## config.mk

```make
export PLATFORM = sky130hd
export DESIGN_NAME = bbc_cell
export DESIGN_NICKNAME = d
export VERILOG_FILES = /design/src/block_buffer_cache_lru_top_macros.svh /design/src/bbc_pkg.sv /design/src/bbc_cell.sv
export SDC_FILE = /design/constraint.sdc
export NUM_CORES = 1
export LEC_CHECK = 0
export ABC_AREA = 0
export BUFFER_PORTS_ARGS = -buffer_cell sky130_fd_sc_hd__buf_2
export CORE_AREA = 2 2 108 84
export DETAILED_ROUTE_END_ITERATION = 16
export DIE_AREA = 0 0 110 86
export PLACE_DENSITY = 0.84
export SLEW_MARGIN = 15
export SYNTH_ARGS = -nofsm -noshare
export SYNTH_HDL_FRONTEND = slang
export SYNTH_SLANG_ARGS = --single-unit
```

## constraint.sdc

```tcl
create_clock -name clk -period 5.5 [get_ports clk]
set_input_delay 1.1 -clock clk [delete_from_list [all_inputs] [get_ports clk]]
set_output_delay 1.1 -clock clk [all_outputs]
set_load 0.05 [all_outputs]
```

## src/block_buffer_cache_lru_top_macros.svh

```systemverilog
// ----------------------------------------------------------------------------
// Assertion macros for the buffer cache tag manager
// Shared concurrent assertion forms used by the RTL.
// ----------------------------------------------------------------------------
`ifndef BLOCK_BUFFER_CACHE_LRU_TOP_MACROS_SVH
`define BLOCK_BUFFER_CACHE_LRU_TOP_MACROS_SVH

// Same-cycle implication, checked outside reset.
`define BBC_ASSERT_IMP(lbl, pre, post) \
    lbl: assert property (@(posedge clk) disable iff (!rst_n) (pre) |-> (post)) \
        else $error("bbc assertion failed");

// Next-cycle implication, checked outside reset.
`define BBC_ASSERT_NXT(lbl, pre, post) \
    lbl: assert property (@(posedge clk) disable iff (!rst_n) (pre) |=> (post)) \
        else $error("bbc assertion failed");

`endif

```

## src/bbc_pkg.sv

```systemverilog
// ----------------------------------------------------------------------------
// Buffer cache package
// Shared constants, codes and structures of the buffer cache tag manager.
// ----------------------------------------------------------------------------
`timescale 1ns / 1ps
`default_nettype none

package bbc_pkg;

    localparam int NUM_BUFFERS_DEF = 128;
    localparam int IDX_W           = 10;
    localparam int CNT_W           = 11;
    localparam int DEV_W           = 8;
    localparam int BLK_W           = 32;

    localparam logic [1:0] OP_GET     = 2'd0;
    localparam logic [1:0] OP_RELEASE = 2'd1;
    localparam logic [1:0] OP_MARK    = 2'd2;

    localparam logic [1:0] ST_OK       = 2'd0;
    localparam logic [1:0] ST_NO_FREE  = 2'd1;
    localparam logic [1:0] ST_RELEASED = 2'd2;

    typedef enum logic [2:0] {
        CMD_NONE,
        CMD_TAKE,
        CMD_RETAG,
        CMD_RELEASE,
        CMD_MARK
    } cmd_kind_t;

    typedef struct packed {
        logic [DEV_W-1:0] dev;
        logic [BLK_W-1:0] blk;
        logic [IDX_W-1:0] idx;
    } req_t;

    typedef struct packed {
        logic             valid;
        logic             hit;
        logic [IDX_W-1:0] hit_idx;
        logic             hit_loaded;
        logic             hit_free;
        logic [IDX_W-1:0] hit_rank;
        logic             head_ok;
        logic [IDX_W-1:0] head_idx;
        logic             sel_free;
        logic             sel_loaded;
    } wave_t;

    typedef struct packed {
        logic             valid;
        cmd_kind_t        kind;
        logic [IDX_W-1:0] idx;
        logic             remove;
        logic [IDX_W-1:0] rank;
        logic [DEV_W-1:0] dev;
        logic [BLK_W-1:0] blk;
    } cmd_t;

endpackage

`default_nettype wire

```

## src/bbc_cell.sv

```systemverilog
// ----------------------------------------------------------------------------
// Buffer cell
// Holds the tag, loaded mark and free list rank of one buffer, folds its
// state into the passing lookup wave and applies broadcast updates.
// ----------------------------------------------------------------------------
`timescale 1ns / 1ps
`default_nettype none

module bbc_cell #(
    parameter int CELL_INDEX = 0
) (
    input  wire logic          clk,
    input  wire logic          rst_n,
    input  wire bbc_pkg::req_t  req,
    input  wire bbc_pkg::cmd_t  cmd,
    input  wire bbc_pkg::wave_t wave_in,
    output bbc_pkg::wave_t      wave_out
);

    localparam logic [bbc_pkg::IDX_W-1:0] MY_IDX = bbc_pkg::IDX_W'(CELL_INDEX);

    logic [bbc_pkg::DEV_W-1:0] dev_reg;
    logic [bbc_pkg::BLK_W-1:0] blk_reg;
    logic                      valid_reg;
    logic                      loaded_reg;
    logic                      free_reg;
    logic [bbc_pkg::IDX_W-1:0] rank_reg;
    bbc_pkg::wave_t            wave_reg;
    bbc_pkg::wave_t            wave_next;

    always_comb
    begin
        wave_next = wave_in;
        if (valid_reg && dev_reg == req.dev && blk_reg == req.blk)
        begin
            wave_next.hit        = 1'b1;
            wave_next.hit_idx    = MY_IDX;
            wave_next.hit_loaded = loaded_reg;
            wave_next.hit_free   = free_reg;
            wave_next.hit_rank   = rank_reg;
        end
        if (free_reg && rank_reg == '0)
        begin
            wave_next.head_ok  = 1'b1;
            wave_next.head_idx = MY_IDX;
        end
        if (req.idx == MY_IDX)
        begin
            wave_next.sel_free   = free_reg;
            wave_next.sel_loaded = loaded_reg;
        end
    end

    always_ff @(posedge clk or negedge rst_n)
    begin
        if (!rst_n)
        begin
            valid_reg  <= 1'b0;
            loaded_reg <= 1'b0;
            free_reg   <= 1'b1;
            rank_reg   <= MY_IDX;
            wave_reg   <= '0;
        end
        else
        begin
            wave_reg <= wave_next;
            if (cmd.valid)
            begin
                if (cmd.remove && free_reg && rank_reg > cmd.rank)
                begin
                    rank_reg <= rank_reg - 1'b1;
                end
                if (cmd.idx == MY_IDX)
                begin
                    unique case (cmd.kind)
                        bbc_pkg::CMD_TAKE:
                        begin
                            free_reg <= 1'b0;
                        end
                        bbc_pkg::CMD_RETAG:
                        begin
                            free_reg   <= 1'b0;
                            valid_reg  <= 1'b1;
                            loaded_reg <= 1'b0;
                        end
                        bbc_pkg::CMD_RELEASE:
                        begin
                            free_reg <= 1'b1;
                            rank_reg <= cmd.rank;
                        end
                        bbc_pkg::CMD_MARK:
                        begin
                            loaded_reg <= 1'b1;
                        end
                        default:
                        begin
                        end
                    endcase
                end
            end
        end
    end

    always_ff @(posedge clk)
    begin
        if (cmd.valid && cmd.idx == MY_IDX && cmd.kind == bbc_pkg::CMD_RETAG)
        begin
            dev_reg <= cmd.dev;
            blk_reg <= cmd.blk;
        end
    end

    assign wave_out = wave_reg;

endmodule

`default_nettype wire

```

=== Yosys cells after proc, flatten, opt, wreduce, memory -nomap -nowiden ===
Index checks and enable logic that the tools add are counted.

* Add/subtract/negate cells: 1
* Magnitude comparators: 1
* Equality and inequality tests: 6
* Multiplexer cells: 8
* Reductions and logical operators: 16

{| class="wikitable"
|+ Operators with widths
! cell !! number
|-
| == test 32 bit || 1
|-
| zero test 10 bit || 3
|-
| 2-to-1 mux 10 bit || 3
|-
| 2-to-1 mux 23 bit || 1
|-
| 2-to-1 mux 11 bit || 1
|-
| > comparator 10 bit || 1
|-
| subtractor 10 x 1 -> 10 bit, second input constant || 1
|-
| AND reduction 3 bit || 3
|-
| == test 8 bit || 1
|-
| logical AND 1 bit || 7
|-
| == test 3 x 2 -> 1 bit, second input constant || 2
|-
| case mux 1 bit (2 select lines) || 2
|-
| nonzero test 2 bit || 2
|-
| == test 3 x 1 -> 1 bit, second input constant || 1
|-
| == test 3 bit, second input constant || 1
|-
| 2-to-1 mux 2 bit || 1
|-
| OR reduction 2 bit || 1
|}

* Register bits after elaboration: 90
* Bits of input ports: 154
* Output and inout port bits: 37
* Logic and storage cells: 48

=== Depth between registers and ports, before layout ===
* Word-level depth: 5
* Mapped depth: 8
* Mapped depth without buffers: 7

=== Worst setup path after synthesis ===
Ideal clock, no wire load.

* Kind: input to register
* Start: input cmd[58] (netlist bit)
* End: register valid_reg
* Library setup time: 0.088 ns
* Data arrival time: 6.104 ns
* Data required time: 5.412 ns
* Path slack: -0.692 ns
* Cell stages on the path: 4
* Path buffers: 0
* Cells stage by stage: nor4_1 -> nand4_1 -> nor4_1 -> or2_2

* Word-level cells in the longest chain between the ends: 2

{| class="wikitable"
|+ RTL lines
! what !! line !! RTL
|-
| from (decl) || bbc_cell.sv:15 || <nowiki>input wire bbc_pkg::cmd_t cmd,</nowiki>
|-
| zero test 10 bit || bbc_cell.sv:73 || <nowiki>if (cmd.idx == MY_IDX)</nowiki>
|-
| AND reduction 3 bit (no line) || n/a ||
|-
| to (signal assigned) || bbc_cell.sv:58 || <nowiki>valid_reg <= 1'b0;</nowiki>
|-
| to (signal assigned) || bbc_cell.sv:83 || <nowiki>valid_reg <= 1'b1;</nowiki>
|-
| to (decl) || bbc_cell.sv:24 || <nowiki>logic valid_reg;</nowiki>
|}

No other way between the ends.
A chain may end at the register's enable or synchronous reset.

=== Worst setup path after layout ===
* Start: input cmd[58] (netlist bit)
* End: register blk_reg[25] (netlist bit), enable pin

* Word-level cells in the longest chain between the ends: 3

{| class="wikitable"
|+ RTL lines
! what !! line !! RTL
|-
| zero test 10 bit || bbc_cell.sv:106 || <nowiki>if (cmd.valid && cmd.idx == MY_IDX && cmd.kind == bbc_pkg::CMD_RETAG)</nowiki>
|-
| logical AND 1 bit (2 in a row) || bbc_cell.sv:106 ||
|-
| to (signal assigned) || bbc_cell.sv:109 || <nowiki>blk_reg <= cmd.blk;</nowiki>
|-
| to (decl) || bbc_cell.sv:23 || <nowiki>logic [bbc_pkg::BLK_W-1:0] blk_reg;</nowiki>
|}

No other way between the ends.

==> summary.md <==
| Metric | Value |
|---|---|
| Status | `finished, final reports clean` |
| Hold path startpoint | `valid_reg` |
| Hold worst-path end | `valid_reg` |
| Finished Core Util | `0.6603` |
| Final ANT Viol Nets | `0` |
| CTS tree | `yes` |
| Vias/cell | `5.300` |
| Vias after detailed routing | `3,387` |
| Clock Path Buffers | `2` |
| Rows | `29` |
| Worst slew margin | `0.5332` |
| Fin crit share | `0.5178` |
| Crit Path Max Fanout | `between 40 and 50` |
| CTS buffer count | `9` |
| Mean post-synth cell area | `between 10 and 15 um^2` |
| Synth warnings | `0` |
| Share of layout cells above drive strength 1 | `0.4313` |
| Wirelength per Cell | `approximately 16 um` |
| Register share of total power | `0.517` |
| Number of distinct library cells after synthesis | `between 40 and 50` |
| Least-Margin Pin Slew | `0.6949 ns` |
| FF-to-FF End | `wave_out[9]` |
| Die height | `approximately 86 um` |
| Critical path class | `in -> reg` |
| Pwr Density | `253.5 nW/um^2` |
| CTS Sinks | `90` |
| GRT Util Overall | `0.2195` |
| Largest net degree at the start of global routing | `51` |
| Drt first pass iters | `4` |
| First-pass GRT wire length | `about 16,000 um` |
| Critical path arrival | `2.84 ns` |
| Layout Nets | `between 600 and 700` |
| RSZ-0062 raised after global routing | `no` |
| Die Wd | `110 um` |
| Fin. Hold Viols | `0` |
| Syn Inst Count | `around 330` |
| Input/output buffers | `190` |
| EDFF count, synth | `40` |
| Overall Power | `~1400 uW` |
| Post-CTS setup buffer count | `0` |
| Static Leak | `0.002398 uW` |
| Core area | `around 8300 um^2` |
| Die ar. | `around 9500 um^2` |
| Grt total ovfl | `0` |
| Fmax | `between 300 and 400 MHz` |
| R2r startpoint | `rank_reg[0]` |
| Vias in the first global route | `3,481` |
| I/O pin cnt | `roughly 190` |
| Skew final | `0.009593 ns` |
| Root Driver | `clkbuf_8` |
| Setup tns final | `0 ns` |
| Final Critical Period | `approximately 2.8 ns` |
| Initial DRC Count | `around 140` |
| Ant diodes | `0` |
| Post-synth net total | `roughly 500` |
| Gpl congestion | `0.8784` |
| H-Tree Depth | `3` |
| CP required | `5.49 ns` |
| Worst r2r path cells | `6` |
| Max-slew violation count | `0` |
| Critical Path End Type | `register` |
| DRC viols | `0` |
| Yosys reg bits | `90` |
| Comb power frac | `0.132` |
| Worst reg2reg setup slack | `3.09 ns` |
| Cell Area, Synth | `about 4200 um^2` |
| Initial antenna violation count | `0` |
| Worst setup margin | `2.652 ns` |
| Post-CTS Resized | `0` |
| Setup crit start kind | `input pin` |
| Worst slack, placed | `approximately 2.0 ns` |
| Starting Density | `0.5034` |
| Area Overhead vs Synth | `31.17%` |
| Clock Latency Late Sink | `~0.35 ns` |
| Clock transition at path regs | `0.08 ns` |
| Switching Fraction | `0.2402` |
| Setup violations, final | `0` |
| DP HPWL | `a little under 8000 um` |
| Commonest non-fill, non-tap cell in the layout | `buf_2` |
| Hold crit path type | `reg -> reg` |
| MaxCap Viol Count | `0` |
| Fin cells | `about 640` |
| Fill count | `roughly 660` |
| Clock power frac | `0.351` |
| Ys async rst share | `0.5556` |
| Max reg flops | `37` |
| Final wirelength | `between 10,000 and 15,000 um` |
| Dpl cells | `between 600 and 700` |
| Main synth FF type | `dfrtp_1` |
| Hold Buf Count CTS | `0` |
| Worst VDD drop | `between 0.15 and 0.2 mV` |
| Most frequent cells in the layout | `buf_2 (189), dfrtp_1 (49), edfxtp_1 (40), xnor2_1 (37)` |
| Hold Path Stages | `1` |
| Sw Pwr | `roughly 330 uW` |
| Power Internal | `between 1000 and 1500 uW` |
| Sequential-to-total area share from yosys stat | `0.5866` |
per-stage QoR:
step / hold slack [ns] / cell area (um^2)
2_1_floorplan: 0.4398 / 4189
3_3_place_gp: 0.4617 / 5248
3_5_place_dp: 0.4724 / 5248
4_1_cts: 0.4980 / 5473
5_1_grt: 0.5004 / 5487
6_report: 0.4912 / 5487
layout make-up:
cell class | count | area, um^2 | share of cell area
Clock inverter | 3 | 43.79 | 0.007982
Tap cell | 108 | 135.1 | 0.02463
Clock buffer | 13 | 181.4 | 0.03307
Multi-Input combinational cell | 213 | 1625 | 0.2962
Inverter | 20 | 75.07 | 0.01368
Timing Repair Buffer | 192 | 972.2 | 0.1772
Sequential cell | 90 | 2454 | 0.4472
cells in the mapped netlist (2+ instances only):
master	count	area (um^2)
xnor2_1	37	324.1
a21o_1	3	22.52
or3_1	3	18.77
edfxtp_1	40	1201
mux2_2	14	157.7
a21oi_1	3	15.01
o31ai_1	2	15.01
nor3b_1	2	15.01
clkbuf_1	9	33.78
a31oi_1	7	43.79
or3_4	2	22.52
nand2b_1	4	25.02
nor2_1	5	18.77
dfrtp_1	49	1226
and4_1	2	17.52
nand2_1	10	37.54
nor3_1	10	50.05
nor2b_1	6	37.54
nor4b_1	4	35.03
nand3_1	12	60.06
inv_1	20	75.07
o311ai_0	2	17.52
o21ai_0	5	25.02
nor4_1	8	50.05
o211ai_1	6	45.04
ha_1	11	137.6
nand4_1	14	87.58
nand4b_1	2	17.52
o2111a_1	2	22.52
and2_1	20	125.1
o211a_1	2	20.02
worst max path at each step:
| stage | start | endpoint | depth (start not counted) |
|---|---|---|---|
| CTS | req[40] | wave_out[20] | 6 |
| global route | cmd[52] | blk_reg[12] | 5 |
| global placement | req[40] | wave_out[19] | 6 |
| finish | cmd[58] | blk_reg[25] | 5 |
| floorplan | cmd[58] | blk_reg[0] | 3 |
| detailed placement | req[40] | wave_out[20] | 6 |
cell families after synthesis:
| family | share of synthesized area |
|---|---|
| flops | 0.5866 |
| buf+inv | 0.02841 |
| compound gates | 0.07508 |
| mux | 0.04008 |
| simple gates | 0.1594 |
| xor+xnor | 0.07748 |
| fa+ha+maj | 0.03290 |
worst max-delay path, cell delays in order:
cell and delay (ns):
buf_2 0.10, nor4_1 0.54, nand4_1 0.37, nor4_4 0.22, buf_4 0.48
power by group through the flow:
stage | sequential, uW | clock, uW | combinational (uW)
2_1_floorplan | 785 | 0 | 45.6
3_3_place_gp | 733 | 0 | 179
3_5_place_dp | 734 | 0 | 184
4_1_cts | 719 | 500 | 185
5_1_grt | 721 | 532 | 199
6_report | 719 | 488 | 184
routing by layer:
layer | track usage | vias up | part of all wire
li1 | - | 1608 | -
met1 | 0.2621 | 1566 | 0.40
met2 | 0.3781 | 189 | 0.49
met3 | 0.05927 | 24 | 0.087
met4 | 0.08170 | 0 | 0.019
met5 | 0 | - | 0
(Power assumes the default switching activity.)
